`src/hdl/case_folded_string_hash_bucket_macros.svh`:
```
// Assertion helpers used by cfshb_ctrl.sv.
`ifndef CASE_FOLDED_STRING_HASH_BUCKET_MACROS_SVH
`define CASE_FOLDED_STRING_HASH_BUCKET_MACROS_SVH

// Same-cycle implication, disabled while reset is asserted.
`define CFSHB_ASSERT_IMPL(label, clk, rst_n, ante, cons) \
    label: assert property (@(posedge clk) disable iff (!(rst_n)) (ante) |-> (cons)) \
        else $error("cfshb: same-cycle check failed");

// Next-cycle implication, disabled while reset is asserted.
`define CFSHB_ASSERT_NEXT(label, clk, rst_n, ante, cons) \
    label: assert property (@(posedge clk) disable iff (!(rst_n)) (ante) |=> (cons)) \
        else $error("cfshb: next-cycle check failed");

`endif

```
`src/hdl/cfshb_pkg.sv`:
```
`timescale 1ns / 1ps
`default_nettype none

package cfshb_pkg;

    localparam int unsigned CHAR_W = 8;
    localparam int unsigned ACC_W  = 32;
    localparam int unsigned CNT_W  = $clog2(ACC_W);

    localparam logic [CHAR_W-1:0] CASE_FOLD_BIT = 8'h20;
    localparam logic [ACC_W-1:0]  POLY_MULT     = 32'd31;
    localparam logic [ACC_W-1:0]  BUCKETS_RESET = 32'd256;

    // Commands from the controller to the datapath.
    typedef struct packed {
        logic acc_update;
        logic div_start;
        logic div_step;
        logic out_load;
    } cmd_t;

endpackage

`default_nettype wire

```
`src/hdl/cfshb_in_if.sv`:
```
`timescale 1ns / 1ps
`default_nettype none

interface cfshb_in_if;
    import cfshb_pkg::*;

    logic              valid;
    logic              ready;
    logic [CHAR_W-1:0] char_byte;
    logic              string_end;

    modport source (output valid, output char_byte, output string_end, input ready);
    modport sink   (input valid, input char_byte, input string_end, output ready);
endinterface

`default_nettype wire

```
`src/hdl/cfshb_out_if.sv`:
```
`timescale 1ns / 1ps
`default_nettype none

interface cfshb_out_if;
    import cfshb_pkg::*;

    logic             valid;
    logic             ready;
    logic [ACC_W-1:0] bucket_index;

    modport source (output valid, output bucket_index, input ready);
    modport sink   (input valid, input bucket_index, output ready);
endinterface

`default_nettype wire

```
`src/hdl/case_folded_string_hash_bucket.sv`:
```
// Case-folded base-31 string hash reduced to a bucket index.
// in_ch carries one word per character: char_byte and string_end. A character
// word ORs 0x20 into the byte and updates acc = byte + 31 * acc (mod 2^32) in
// the cycle it is accepted; characters stream at one word per cycle while idle.
// A word with string_end set ignores its byte, clears the accumulator and
// starts a one-bit-per-cycle restoring division by bucket_count.
// out_ch carries bucket_index = acc mod bucket_count; a zero count passes the
// accumulator through. The result passes from the division steps through a
// hand-off state into the output register. in_ch.ready is low during both;
// the divider is the limiting unit. If the receiver stalls, the finished word
// waits in the output register and the block keeps taking characters; the
// next terminator's result waits in the hand-off stage until the register is
// free. cfg_wr_en/cfg_wr_data write bucket_count (reset value 256); the user
// must write bucket_count only while idle, as the block does not enforce it.
// Reset (rst_n low) clears the accumulator, empties the output register and
// restores bucket_count; no clearing pass is needed.
`timescale 1ns / 1ps
`default_nettype none

module case_folded_string_hash_bucket (
    input  wire logic                        clk,
    input  wire logic                        rst_n,
    cfshb_in_if.sink                         in_ch,
    cfshb_out_if.source                      out_ch,
    input  wire logic                        cfg_wr_en,
    input  wire logic [cfshb_pkg::ACC_W-1:0] cfg_wr_data
);
    import cfshb_pkg::*;

    cmd_t cmd;

    // Sequence the item: accept, divide, hand off, hold for the receiver.
    cfshb_ctrl u_ctrl (
        .clk           (clk),
        .rst_n         (rst_n),
        .in_valid      (in_ch.valid),
        .in_string_end (in_ch.string_end),
        .in_ready      (in_ch.ready),
        .out_ready     (out_ch.ready),
        .out_valid     (out_ch.valid),
        .cmd           (cmd)
    );

    // Hold the accumulator, the bucket count, the divider and the output word.
    cfshb_datapath u_datapath (
        .clk          (clk),
        .rst_n        (rst_n),
        .cmd          (cmd),
        .char_byte    (in_ch.char_byte),
        .cfg_wr_en    (cfg_wr_en),
        .cfg_wr_data  (cfg_wr_data),
        .bucket_index (out_ch.bucket_index)
    );

endmodule

`default_nettype wire

```
`src/hdl/cfshb_ctrl.sv`:
```
`timescale 1ns / 1ps
`default_nettype none
`include "case_folded_string_hash_bucket_macros.svh"

module cfshb_ctrl (
    input  wire logic            clk,
    input  wire logic            rst_n,
    input  wire logic            in_valid,
    input  wire logic            in_string_end,
    output logic                 in_ready,
    input  wire logic            out_ready,
    output logic                 out_valid,
    output cfshb_pkg::cmd_t      cmd
);
    import cfshb_pkg::*;

    localparam logic [1:0] ST_IDLE = 2'd0;
    localparam logic [1:0] ST_DIV  = 2'd1;
    localparam logic [1:0] ST_DONE = 2'd2;

    localparam logic [CNT_W-1:0] CNT_LAST = CNT_W'(ACC_W - 1);

    logic [1:0]       state_reg, state_next;
    logic [CNT_W-1:0] cnt_reg, cnt_next;
    logic             out_valid_reg, out_valid_next;
    logic             accept;
    logic             slot_free;

    assign in_ready  = (state_reg == ST_IDLE);
    assign accept    = in_valid && in_ready;
    assign slot_free = !out_valid_reg || out_ready;
    assign out_valid = out_valid_reg;

    always_comb
    begin
        cmd.acc_update = accept && !in_string_end;
        cmd.div_start  = accept && in_string_end;
        cmd.div_step   = (state_reg == ST_DIV);
        cmd.out_load   = (state_reg == ST_DONE) && slot_free;
    end

    always_comb
    begin
        state_next = state_reg;
        cnt_next   = cnt_reg;
        unique case (state_reg)
            ST_IDLE:
            begin
                if (cmd.div_start)
                begin
                    state_next = ST_DIV;
                    cnt_next   = '0;
                end
            end
            ST_DIV:
            begin
                cnt_next = cnt_reg + 1'b1;
                if (cnt_reg == CNT_LAST)
                begin
                    state_next = ST_DONE;
                end
            end
            ST_DONE:
            begin
                if (slot_free)
                begin
                    state_next = ST_IDLE;
                end
            end
            default:
            begin
                state_next = ST_IDLE;
            end
        endcase
    end

    always_comb
    begin
        priority if (cmd.out_load)
        begin
            out_valid_next = 1'b1;
        end
        else if (out_ready)
        begin
            out_valid_next = 1'b0;
        end
        else
        begin
            out_valid_next = out_valid_reg;
        end
    end

    always_ff @(posedge clk or negedge rst_n)
    begin
        if (!rst_n)
        begin
            state_reg     <= ST_IDLE;
            cnt_reg       <= '0;
            out_valid_reg <= 1'b0;
        end
        else
        begin
            state_reg     <= state_next;
            cnt_reg       <= cnt_next;
            out_valid_reg <= out_valid_next;
        end
    end

    // Terminator launches a full-length division.
    `CFSHB_ASSERT_NEXT(a_start_div, clk, rst_n, accept && in_string_end, (state_reg == ST_DIV) && (cnt_reg == '0))
    // Last division step hands over to the output stage.
    `CFSHB_ASSERT_NEXT(a_div_done, clk, rst_n, (state_reg == ST_DIV) && (cnt_reg == CNT_LAST), state_reg == ST_DONE)
    // Never overwrite a word the receiver has not taken.
    `CFSHB_ASSERT_IMPL(a_no_overwrite, clk, rst_n, cmd.out_load, !out_valid_reg || out_ready)

endmodule

`default_nettype wire

```
`src/hdl/cfshb_datapath.sv`:
```
`timescale 1ns / 1ps
`default_nettype none

module cfshb_datapath (
    input  wire logic                         clk,
    input  wire logic                         rst_n,
    input  wire cfshb_pkg::cmd_t              cmd,
    input  wire logic [cfshb_pkg::CHAR_W-1:0] char_byte,
    input  wire logic                         cfg_wr_en,
    input  wire logic [cfshb_pkg::ACC_W-1:0]  cfg_wr_data,
    output logic      [cfshb_pkg::ACC_W-1:0]  bucket_index
);
    import cfshb_pkg::*;

    logic [ACC_W-1:0]  acc_reg, acc_next;
    logic [ACC_W-1:0]  bucket_count_reg;
    logic [ACC_W-1:0]  rem_reg, rem_next;
    logic [ACC_W-1:0]  dvd_reg;
    logic [ACC_W-1:0]  bucket_index_reg;
    logic [CHAR_W-1:0] folded;
    logic [ACC_W-1:0]  acc_scaled;
    logic [ACC_W:0]    trial;

    assign folded     = char_byte | CASE_FOLD_BIT;
    assign acc_scaled = ACC_W'(acc_reg * POLY_MULT);

    always_comb
    begin
        priority if (cmd.div_start)
        begin
            acc_next = '0;
        end
        else if (cmd.acc_update)
        begin
            acc_next = acc_scaled + {{(ACC_W-CHAR_W){1'b0}}, folded};
        end
        else
        begin
            acc_next = acc_reg;
        end
    end

    // One restoring step: shift in the next dividend bit, subtract if it fits.
    // With a zero bucket count every step subtracts nothing, so after the
    // full pass the remainder equals the dividend, which is the wanted result.
    always_comb
    begin
        trial = {rem_reg, dvd_reg[ACC_W-1]};
        if (trial >= {1'b0, bucket_count_reg})
        begin
            rem_next = ACC_W'(trial - {1'b0, bucket_count_reg});
        end
        else
        begin
            rem_next = trial[ACC_W-1:0];
        end
    end

    always_ff @(posedge clk or negedge rst_n)
    begin
        if (!rst_n)
        begin
            acc_reg          <= '0;
            bucket_count_reg <= BUCKETS_RESET;
        end
        else
        begin
            acc_reg <= acc_next;
            if (cfg_wr_en)
            begin
                bucket_count_reg <= cfg_wr_data;
            end
        end
    end

    always_ff @(posedge clk)
    begin
        if (cmd.div_start)
        begin
            dvd_reg <= acc_reg;
            rem_reg <= '0;
        end
        else if (cmd.div_step)
        begin
            dvd_reg <= {dvd_reg[ACC_W-2:0], 1'b0};
            rem_reg <= rem_next;
        end
        if (cmd.out_load)
        begin
            bucket_index_reg <= rem_reg;
        end
    end

    assign bucket_index = bucket_index_reg;

endmodule

`default_nettype wire

```
`src/flat_wrapper.sv`:
```
// flat-port wrapper written by rule: the top's interface ports become plain ports
module case_folded_string_hash_bucket_flat import cfshb_pkg::*;
  (clk, rst_n, cfg_wr_en, cfg_wr_data, in_ch_valid, in_ch_char_byte, in_ch_string_end, in_ch_ready, out_ch_valid, out_ch_bucket_index, out_ch_ready);
  cfshb_in_if in_ch_i ();
  cfshb_out_if out_ch_i ();
  input  wire logic clk;
  input  wire logic rst_n;
  input  wire logic cfg_wr_en;
  input  wire logic [cfshb_pkg::ACC_W-1:0] cfg_wr_data;
  input wire logic [$bits(in_ch_i.valid)-1:0] in_ch_valid;
  input wire logic [$bits(in_ch_i.char_byte)-1:0] in_ch_char_byte;
  input wire logic [$bits(in_ch_i.string_end)-1:0] in_ch_string_end;
  output wire logic [$bits(in_ch_i.ready)-1:0] in_ch_ready;
  output wire logic [$bits(out_ch_i.valid)-1:0] out_ch_valid;
  output wire logic [$bits(out_ch_i.bucket_index)-1:0] out_ch_bucket_index;
  input wire logic [$bits(out_ch_i.ready)-1:0] out_ch_ready;
  assign in_ch_i.valid = in_ch_valid;
  assign in_ch_i.char_byte = in_ch_char_byte;
  assign in_ch_i.string_end = in_ch_string_end;
  assign in_ch_ready = in_ch_i.ready;
  assign out_ch_valid = out_ch_i.valid;
  assign out_ch_bucket_index = out_ch_i.bucket_index;
  assign out_ch_i.ready = out_ch_ready;
  case_folded_string_hash_bucket u_core (.clk(clk), .rst_n(rst_n), .in_ch(in_ch_i), .out_ch(out_ch_i), .cfg_wr_en(cfg_wr_en), .cfg_wr_data(cfg_wr_data));
endmodule
```
`config.mk`:
```
export PLATFORM = sky130hd
export DESIGN_NAME = case_folded_string_hash_bucket_flat
export DESIGN_NICKNAME = d
export VERILOG_FILES = /design/src/hdl/cfshb_pkg.sv /design/src/hdl/cfshb_in_if.sv /design/src/hdl/cfshb_out_if.sv /design/src/hdl/case_folded_string_hash_bucket.sv /design/src/hdl/cfshb_ctrl.sv /design/src/hdl/cfshb_datapath.sv /design/src/flat_wrapper.sv
export VERILOG_INCLUDE_DIRS = /design/src /design/src/hdl
export SDC_FILE = /design/constraint.sdc
export NUM_CORES = 1
export LEC_CHECK = 0
export BUFFER_PORTS_ARGS = -buffer_cell sky130_fd_sc_hd__buf_4
export CAP_MARGIN = 20
export CORE_ASPECT_RATIO = 1.75
export CORE_MARGIN = 4
export CORE_UTILIZATION = 55
export CTS_CLUSTER_DIAMETER = 40
export DETAILED_ROUTE_END_ITERATION = 6
export GPL_ROUTABILITY_DRIVEN = 0
export PLACE_DENSITY = 0.85
export SYNTH_ARGS = -nofsm -noshare
export SYNTH_HDL_FRONTEND = slang
export SYNTH_SLANG_ARGS = --single-unit
```
`constraint.sdc`:
```
create_clock -name clk -period 4 [get_ports clk]
set_input_delay 0.8 -clock clk [delete_from_list [all_inputs] [get_ports clk]]
set_output_delay 0.8 -clock clk [all_outputs]
set_load 0.01 [all_outputs]
```
# Word level (Yosys, flattened, before mapping)

Index checks and enable logic that the tools add are counted.

Output and inout port bits: 34
Bits in registers: 168
Input port bits: 46

Multiply operators: 1
Add/sub/neg operators: 3
Reduce and logical (&&, ||, !) cells: 14
Magnitude comparators: 1
Multiplexer cells: 13
Equality and inequality tests: 6

Operators by type and width:

| operator                                              | count |
|---|---|
| two-way mux 32 bit                                    | 5 |
| greater-or-equal comparator 33 x 32 -> 1 bit          | 1 |
| adder 32 x 8 -> 32 bit                                | 1 |
| multiplier 32 x 5 -> 32 bit, second input constant    | 1 |
| subtractor 32 bit                                     | 1 |
| one-hot mux 5 bit (2 select lines)                    | 1 |
| nonzero test 2 bit                                    | 4 |
| two-way mux 2 bit                                     | 3 |
| one-hot mux 2 bit (3 select lines)                    | 1 |
| adder 5 x 1 -> 5 bit, second input constant           | 1 |
| == test 5 bit, second input constant                  | 1 |
| two-way mux 5 bit                                     | 1 |
| logical AND 1 bit                                     | 4 |
| inequality test 2 bit, second input constant          | 2 |
| AND reduction 3 bit                                   | 1 |
| == test 2 x 1 -> 1 bit, second input constant         | 1 |
| == test 2 bit, second input constant                  | 1 |
| logical NOT 1 bit                                     | 2 |
| logical NOT 2 bit                                     | 1 |
| two-way mux 1 bit                                     | 2 |
| inequality test 2 x 1 -> 1 bit, second input constant | 1 |
| AND reduction 2 bit                                   | 1 |
| logical OR 1 bit                                      | 1 |

# Longest topological paths before layout

Gate-level depths: netlist of the first run.

Depth in word-level cells: 5
Gate-level depth with buffers: 17
Mapped depth without buffers: 17

# Hierarchy

Synthesis of the first run repeated with hierarchy kept, for this count alone.

Cells, all modules: 1288
Area, all modules: 12695.9 um^2

Modules (own cells, without submodules):

| module         | cells each | area an instance (um^2) | times used |
|---|---|---|---|
| cfshb_datapath | 1249       | 12261.8                 | 1 |
| cfshb_ctrl     | 39         | 434.2                   | 1 |

# Least setup slack after synthesis of the first run

Ideal clock, no wire load.

Path kind: in2reg
Start point: input in_ch_char_byte[4]
End point: register u_core.u_datapath.acc_reg[30]
Arrival time: 4499 ps
Setup slack: -620 ps
Stages: 15
Data required time: 3879 ps
Cells stage by stage: fa_1 fa_1 inv_1 fa_1 inv_1 ha_1 nor2b_1 o2111ai_1 a21boi_0 o41ai_2 o2111a_1 nor2_1 a221oi_1 xnor2_1 a22o_1

Longest elaborated chain between the ends: 3

RTL lines:

| item                   | RTL line             | source |
|---|---|---|
| start: declaration     | flat_wrapper.sv:11   | `input wire logic [$bits(in_ch_i.char_byte)-1:0] in_ch_char_byte;` |
| adder 32 x 8 -> 32 bit | cfshb_datapath.sv:35 | `acc_next = acc_scaled + {{(ACC_W-CHAR_W){1'b0}}, folded};` |
| two-way mux 32 bit     | cfshb_datapath.sv:33 | `else if (cmd.acc_update)` |
| two-way mux 32 bit     | cfshb_datapath.sv:29 | `priority if (cmd.div_start)` |
| end signal: assignment | cfshb_datapath.sv:68 | `acc_reg <= acc_next;` |
| end: declaration       | cfshb_datapath.sv:15 | `logic [ACC_W-1:0] acc_reg, acc_next;` |

Every way passes these cells. The select of a mux whose other input is x is not followed.
A chain may end at the register's enable or synchronous reset.

# Final worst setup path of the first run

Start point: register u_core.u_datapath.acc_reg[6]
End point: register u_core.u_datapath.acc_reg[30]

Longest elaborated chain between the ends: 4

RTL lines:

| item                        | RTL line             | source |
|---|---|---|
| multiplier 32 x 5 -> 32 bit | cfshb_datapath.sv:25 | `assign acc_scaled = ACC_W'(acc_reg * POLY_MULT);` |
| adder 32 x 8 -> 32 bit      | cfshb_datapath.sv:35 |  |
| two-way mux 32 bit          | cfshb_datapath.sv:33 |  |
| two-way mux 32 bit          | cfshb_datapath.sv:29 |  |

Every way passes these cells. The select of a mux whose other input is x is not followed.

==> results of run 1 <==
[area by class of cell]
class	count	area [um^2]
Tap cell	292	365
Clock inverter	13	203
Clock buffer	19	433
Sequential cell	168	4370
Timing Repair Buffer	190	1470
Multi-Input combinational cell	846	7440
Inverter	199	747
Fill cell	1489	6640
[per-layer routing]
metal | GRT usage | part of all wire
met3 | 0.0351 | 0.035
met2 | 0.483 | 0.56
met4 | 0.135 | 0.051
met5 | 0 | 0
met1 | 0.256 | 0.35
[critical path: cells and delay by family (launching register included)]
kind                     cells  cell delay (ns)
AO/OA/AOI/OAI                7             1.36
XOR/XNOR                     1             0.10
adder cells (fa/ha/maj)      4             1.88
buffers and inverters        4             0.44
flip-flops                   1             0.40
AND/OR/NAND/NOR              1             0.07
[repair_timing]
action | CTS | global route
endpoints found under the hold margin | 0 | 0
pin swaps | 35 | 66
endpoints found under the setup margin | 16 | 18
gates cloned | 0 | 0
gates resized for setup | 35 | 70
buffers inserted | 7 | 9
[cell usage in the layout (no fill, tap or decap), types with 17 or more instances in the layout]
cell type,n
nand2_1,121
xor2_1,21
buf_4,180
inv_1,177
clkbuf_16,17
ha_1,83
nor2_1,46
nand3_1,29
dfrtp_1,70
a21o_1,19
edfxtp_1,64
o21ai_0,112
fa_1,79
inv_2,22
xnor2_1,34
a21oi_1,47
a22o_1,21
dfxtp_1,32
[how the worst min path moves through the flow]
stage,from,endpoint,slack [ns],depth (start not counted)
2_1_floorplan,u_core.u_datapath.rem_reg[31],u_core.u_datapath.bucket_index[31],0.45,0
3_3_place_gp,u_core.u_datapath.rem_reg[8],u_core.u_datapath.bucket_index[8],0.48,0
3_5_place_dp,u_core.u_datapath.rem_reg[7],u_core.u_datapath.bucket_index[7],0.48,0
4_1_cts,u_core.u_datapath.rem_reg[7],u_core.u_datapath.bucket_index[7],0.49,0
5_1_grt,u_core.u_datapath.rem_reg[7],u_core.u_datapath.bucket_index[7],0.50,0
6_report,u_core.u_datapath.rem_reg[7],u_core.u_datapath.bucket_index[7],0.50,0
[synth_stat cells (all sizes together) (6+ instances only)]
library cell and count:
inv 199, o21ai 127, nand2 122, ha 99, fa 85, dfrtp 71
edfxtp 64, a21oi 60, nor2 47, xnor2 39, clkbuf 37, dfxtp 32
nand3 30, xor2 22, a22o 21, a21o 19, nand2b 13, a31oi 11
nor2b 11, nor3 11, a211oi 10, o21bai 10, mux2i 9, nand4 9
o21a 9, o31ai 8, and3 7, and2 6, buf 6, mux2 6
[cells by family (layout without fill, tap and decap cells)]
| kind of cell | count (synthesis) | in the layout | share of synthesized area |
|---|---|---|---|
| AOI/OAI and AO/OA | 315 | 315 | 0.165 |
| and+or+nand+nor | 271 | 271 | 0.102 |
| xor gates and xnor gates | 61 | 61 | 0.0439 |
| buffers and inverters | 242 | 421 | 0.0756 |
| adders and majority gates | 184 | 184 | 0.242 |
| muxes | 15 | 15 | 0.0129 |
| DFF | 168 | 168 | 0.359 |
[through the flow]
stage	hold WS [ns]	instances
6_report	0.497	1727
5_1_grt	0.503	1727
4_1_cts	0.493	1723
3_5_place_dp	0.477	1685
3_3_place_gp	0.479	1685
2_1_floorplan	0.447	1256
==> flow_metrics.tcl, run 1 <==
set metrics [dict create \
    status "finished with violations" \
    violations "negative setup slack" \
    synthArstFlopShare 0.429 \
    place_area_um2 13900 \
    pin_count 80 \
    fmax_mhz 231 \
    first_global_vias 10400 \
    ys_ff_latch 168 \
    drv_slew 0 \
    holdBufCountCts 0 \
    yosysTopAreaCell "edfxtp_1" \
    yosys_warnings 0 \
    finalSetupViolCount 13 \
    drtIter0Drc 835 \
    die_y_um 205 \
    tritoncts "built" \
    tns_ns -2.47 \
    wirelength_um 30900 \
    start_util 0.562 \
    clk_path_buf_depth 2 \
    synth_top_area_frac 0.158 \
    wl_per_cell_um 17.9 \
    drv_cap 0 \
    antenna_found_initial 0 \
    crit_arrival_ns 4.66 \
    synth_area_leaders "edfxtp_1 (16%), dfrtp_1 (15%), fa_1 (14%)" \
    final_util 0.693 \
    r2r_setup_slack_ns -0.33 \
    grt_pass1_wl_um 49300 \
    via_per_inst 5.71 \
    slew_headroom 0.331 \
    synthCells 1256 \
    crit_path_top_delay_cell "fa_1" \
    r2r-start "u_core.u_datapath.acc_reg[6]" \
    final_hold_viol_count 0 \
    clk_pin_slew_ns 0.07 \
    die_w_um 120 \
    dr.pass1.iters 5 \
    cts_max_level 4 \
    critPathMostFrequentCell "fa_1" \
    r2r_end "u_core.u_datapath.acc_reg[30]" \
    diodes 0 \
    port_buffers 78 \
    endpoint "u_core.u_datapath.acc_reg[30]" \
    drive_gt1_frac 0.229 \
    cpPeakStageDelay_ns 0.58 \
    fin_crit_sh 1.08 \
    rows 71 \
    seq_area_frac_synth 0.359 \
    min_period_ns 4.33 \
    nets 1652 \
    dieArea_um2 24700 \
    critPathLaunch "u_core.u_datapath.acc_reg[6]" \
    crit_required_ns 4.34 \
    cts_buffers 17 \
    worstPathCellList "buf_6 -> fa_1 -> fa_1 -> inv_2 -> fa_1 -> inv_2 -> ha_4 -> a21o_1 -> a21oi_2 -> a21boi_4 -> o41ai_4 -> buf_4 -> o2111a_1 -> nor2_4 -> a221oi_2 -> xnor2_1 -> a22o_1" \
    grt_overflow_total 0 \
    synth_ff_type "dfrtp_1" \
    syn_avg_cell_area_um2 9.69 \
    track_usage 0.251 \
    ys_types 65 \
    rsz0062_at_grt "true" \
    worstSetupPathType "reg -> reg" \
    synth_area_um2 12200 \
    finalInstanceArea_um2 15000 \
    grt_max_degree 73 \
    crit_fanout 3 \
    finalWorstSetupSlack_ns -0.327 \
    synth_fp_nets 1486 \
    clock_latency_ns 0.44 \
    cts-root-buf "clkbuf_16" \
    r2r_cells 17 \
    drtAntennaViolNets 0 \
    core_um2 21700 \
    area_delta_synth_final_pct 23.5 \
    dp_slack_ns -0.643 \
    hp-class "reg -> reg" \
    cts.sinks 168 \
    synth_edf_count 64 \
    num_vias 9860 \
    hpwlAfterDp_um 22400 \
    worst_pin_slew_ns 1.00 \
    worst_setup_path_start_kind "flip-flop" \
    drcViolationCount 0 \
    skew_ns 0.0155 \
    critPathCaptureType "flip-flop" \
]
Power of run 1 is left out: the tool's default activity adds up to more than one toggle a clock period on the data nets, which glitch-free logic cannot reach.
==> run 2: changes to the inputs <==
--- a/config.mk
+++ b/config.mk
@@ -10,11 +10,12 @@
 export CAP_MARGIN = 20
 export CORE_ASPECT_RATIO = 1.75
 export CORE_MARGIN = 4
-export CORE_UTILIZATION = 55
+export CORE_UTILIZATION = 39
 export CTS_CLUSTER_DIAMETER = 40
 export DETAILED_ROUTE_END_ITERATION = 6
 export GPL_ROUTABILITY_DRIVEN = 0
-export PLACE_DENSITY = 0.85
+export HOLD_SLACK_MARGIN = 0.1
+export PLACE_DENSITY = 0.66
 export SYNTH_ARGS = -nofsm -noshare
 export SYNTH_HDL_FRONTEND = slang
 export SYNTH_SLANG_ARGS = --single-unit
==> flow_metrics.tcl, run 2 (synthesis gave the netlist of run 1 again) <==
set metrics [dict create \
    grt_pass1_wl_um 48200 \
    cts_buffers 17 \
    start_util 0.395 \
    clk_path_buf_depth 2 \
    pin_count 80 \
    hp-class "in -> async" \
    drive_gt1_frac 0.217 \
    finalWorstSetupSlack_ns -0.233 \
    track_usage 0.176 \
    skew_ns 0.0128 \
    final_hold_viol_count 0 \
    rsz0062_at_grt "true" \
    crit_required_ns 4.33 \
    r2r_cells 18 \
    antenna_found_initial 0 \
    worst_pin_slew_ns 0.971 \
    cts_max_level 4 \
    wl_per_cell_um 16.2 \
    hpwlAfterDp_um 23200 \
    core_um2 30800 \
    critPathLaunch "u_core.u_datapath.acc_reg[6]" \
    r2r_end "u_core.u_datapath.acc_reg[30]" \
    grt_overflow_total 0 \
    diodes 0 \
    cts.sinks 168 \
    clk_pin_slew_ns 0.07 \
    critPathCaptureType "flip-flop" \
    min_period_ns 4.23 \
    crit_arrival_ns 4.57 \
    worst_setup_path_start_kind "flip-flop" \
    grt_max_degree 73 \
    fmax_mhz 236 \
    worstSetupPathType "reg -> reg" \
    num_vias 9461 \
    die_w_um 142 \
    drtAntennaViolNets 0 \
    crit_fanout 4 \
    drtIter0Drc 418 \
    dieArea_um2 34200 \
    nets 1664 \
    finalSetupViolCount 12 \
    r2r_setup_slack_ns -0.23 \
    drv_cap 0 \
    rows 85 \
    via_per_inst 5.15 \
    r2r-start "u_core.u_datapath.acc_reg[6]" \
    cts-root-buf "clkbuf_16" \
    layout_commonest_cell "buf_4" \
    die_y_um 242 \
    wirelength_um 29800 \
    final_cell_mix "buf_4 (195), inv_1 (184), nand2_1 (120)" \
    dp_slack_ns -0.745 \
    fin_crit_sh 1.06 \
    tns_ns -2.00 \
    tritoncts "built" \
    port_buffers 78 \
    area_delta_synth_final_pct 23.9 \
    slew_headroom 0.351 \
    status "finished with violations" \
    drcViolationCount 0 \
    clock_latency_ns 0.44 \
    fillers 2839 \
    final_util 0.489 \
    drv_slew 0 \
    violations "negative setup slack" \
    first_global_vias 9852 \
    dr.pass1.iters 5 \
]
run 2: changes by cell type in the layout (fill, tap and decap cells not counted), sizes merged:
cell | before | now
buf | 190 | 202
bufinv | 5 | 2
clkbuf | 19 | 20
clkinv | 5 | 6
inv | 201 | 202
run 2: critical path, cell delays in order (launching register included):
cell,delay (ns)
dfrtp_1,0.36
inv_2,0.08
fa_1,0.55
inv_2,0.05
ha_4,0.25
xnor2_4,0.14
fa_1,0.56
inv_2,0.05
ha_4,0.21
a21o_1,0.20
a31oi_2,0.22
nand2b_1,0.15
o41ai_4,0.29
buf_4,0.20
o2111a_1,0.22
nor2_2,0.06
a221oi_2,0.26
xnor2_1,0.09
a22o_1,0.19
run 2: final cells by class:
cell class | instances | area, um^2 | share of cell area
flip-flops and latches | 168 | 4370 | 0.290
inverters | 199 | 747 | 0.0495
repair buffers | 202 | 1570 | 0.104
well taps | 391 | 489 | 0.0324
clock inverters | 12 | 138 | 0.00913
clock buffers | 20 | 478 | 0.0317
multi-input cells | 846 | 7290 | 0.484
run 2: routing by layer:
layer | share of wire | track usage
met1 | 0.36 | 0.177
met4 | 0.047 | 0.0828
met2 | 0.57 | 0.342
met3 | 0.028 | 0.0304
met5 | 0 | 0
run 2: metrics by stage:
step	std cells	instance area, um^2	hold slack [ns]
4_1_cts	1835	14900	0.490
2_1_floorplan	1256	12300	0.447
5_1_grt	1838	15100	0.234
3_5_place_dp	1796	14100	0.475
3_3_place_gp	1796	14100	0.472
6_report	1838	15100	0.233
run 2: worst max-delay path by stage:
stage / end / cells past startpoint
global route: u_core.u_datapath.acc_reg[30] / 18
detailed placement: u_core.u_datapath.acc_reg[31] / 16
CTS: u_core.u_datapath.acc_reg[30] / 18
floorplan: u_core.u_datapath.acc_reg[29] / 15
global placement: u_core.u_datapath.acc_reg[31] / 16
finish: u_core.u_datapath.acc_reg[30] / 18
run 2: what timing repair did:
action / CTS / global route
setup buffers: 8 / 6
pin swaps: 25 / 38
hold buffers: 0 / 0
endpoints found under the setup margin: 16 / 19
resized for setup: 35 / 29
cloned: 0 / 0
Power of run 2 is left out for the same reason.
==> run 3: changes to the inputs <==
--- a/config.mk
+++ b/config.mk
@@ -15,7 +15,6 @@
 export DETAILED_ROUTE_END_ITERATION = 6
 export GPL_ROUTABILITY_DRIVEN = 0
 export HOLD_SLACK_MARGIN = 0.1
-export PLACE_DENSITY = 0.66
 export SYNTH_ARGS = -nofsm -noshare
 export SYNTH_HDL_FRONTEND = slang
 export SYNTH_SLANG_ARGS = --single-unit
==> flow_metrics.tcl, run 3 (synthesis gave the netlist of run 1 again) <==
set metrics [dict create \
    crit_arrival_ns 4.55 \
    final_cell_mix "buf_4 (204), inv_1 (175), nand2_1 (121)" \
    wirelength_um 30300 \
    dp.cells 1794 \
    met2_usage 0.355 \
    grtUsageMet1 0.184 \
    die_y_um 242 \
    tritoncts "built" \
    port_buffers 78 \
    first_global_vias 10400 \
    pin_count 80 \
    slew_headroom 0.363 \
    cpPeakStageDelay_ns 0.55 \
    start_util 0.395 \
    via_per_inst 5.14 \
    finalWorstSetupSlack_ns -0.207 \
    critPathCaptureType "flip-flop" \
    top_usage_layer "met2" \
    final_util 0.490 \
    skew_ns 0.0146 \
    track_usage 0.184 \
    drive_gt1_frac 0.231 \
    die_w_um 142 \
    layout_commonest_cell "buf_4" \
    num_vias 9465 \
    grt_max_degree 64 \
    fmax_mhz 238 \
    diodes 0 \
    grt_overflow_total 0 \
    worstPathCellList "buf_4 -> fa_2 -> fa_1 -> inv_1 -> fa_1 -> inv_2 -> ha_4 -> buf_4 -> o2111ai_4 -> a21boi_4 -> o41ai_4 -> o2111a_1 -> nor2_4 -> buf_4 -> a31oi_4 -> xnor2_2 -> a22o_1" \
    status "finished with violations" \
    nets 1666 \
    hp-class "in -> async" \
    fillers 2878 \
    whs_ns 0.457 \
    worst_setup_path_start_kind "flip-flop" \
    cts.sinks 168 \
    finalSetupViolCount 10 \
    cts-root-buf "clkbuf_16" \
    final_hold_viol_count 0 \
    antenna_found_initial 0 \
    clk_pin_slew_ns 0.07 \
    rsz0062_at_grt "true" \
    critPathMostFrequentCell "buf_4" \
    use_met3 0.0279 \
    core_um2 30800 \
    drtAntennaViolNets 0 \
    path_buf_inv 5 \
    drtIter0Drc 416 \
    clock_latency_ns 0.46 \
    hpwlAfterDp_um 23300 \
    min_period_ns 4.21 \
    crit_path_top_delay_cell "fa_1" \
    clk_path_buf_depth 2 \
    drcViolationCount 0 \
    grt_pass1_wl_um 50500 \
    worstSetupPathType "reg -> reg" \
    dr.pass1.iters 5 \
    area_delta_synth_final_pct 24.1 \
    worst_pin_slew_ns 0.953 \
    drv_slew 0 \
    fin_crit_sh 1.05 \
    dieArea_um2 34200 \
    final_cells 1840 \
    crit_fanout 3 \
    crit_required_ns 4.34 \
    cts_buffers 17 \
    path_delay_family "adder cells" \
    violations "negative setup slack" \
    wl_per_cell_um 16.5 \
    rows 85 \
    drv_cap 0 \
    cts_max_level 4 \
]
run 3: area by class of cell:
cell class                      instances  area, um^2  share of cell area
Tap cell                              391         489              0.0324
Timing Repair Buffer                  204        1530               0.101
Inverter                              199         747              0.0494
Clock buffer                           21         472              0.0312
Sequential cell                       168        4370               0.289
Multi-Input combinational cell        846        7370               0.488
Clock inverter                         11         135             0.00894
run 3: through the flow:
stage | setup slack (ns) | instance area, um^2 | TNS [ns]
after floorplan | -0.283 | 12300 | -1.31
after global placement | -0.521 | 14100 | -6.28
after detailed placement | -0.538 | 14100 | -6.96
after CTS | -0.201 | 14900 | -0.743
after global routing | -0.358 | 15100 | -3.15
final | -0.207 | 15100 | -1.09
run 3: worst paths after layout:
| check | from | to | slack [ns] | cells after the start |
|---|---|---|---|---|
| min reg2reg | u_core.u_datapath.rem_reg[7] | u_core.u_datapath.bucket_index[7] | 0.49 | 0 |
| max reg2reg | u_core.u_datapath.acc_reg[3] | u_core.u_datapath.acc_reg[28] | -0.21 | 17 |
| max in group asynchronous | rst_n | u_core.u_datapath.bucket_count_reg[21] | 2.75 | 2 |
| min in group clk | u_core.u_datapath.rem_reg[7] | u_core.u_datapath.bucket_index[7] | 0.49 | 0 |
| max | u_core.u_datapath.acc_reg[3] | u_core.u_datapath.acc_reg[28] | -0.21 | 17 |
| min | rst_n | u_core.u_datapath.acc_reg[16] | 0.46 | 1 |
run 3: what timing repair did:
item	CTS	global route
buffers inserted	5	10
hold buffers	0	0
resized for setup	43	40
gates cloned	0	0
setup endpoints to repair	17	17
pin swaps	29	32
run 3: routing by layer:
metal / vias to the layer above / routed length [um]
met2: 177 / 17300
met1: 4569 / 10700
met3: 88 / 985
li1: 4631 / -
met4: 0 / 1300
met5: - / 0
Power of run 3 is left out for the same reason.
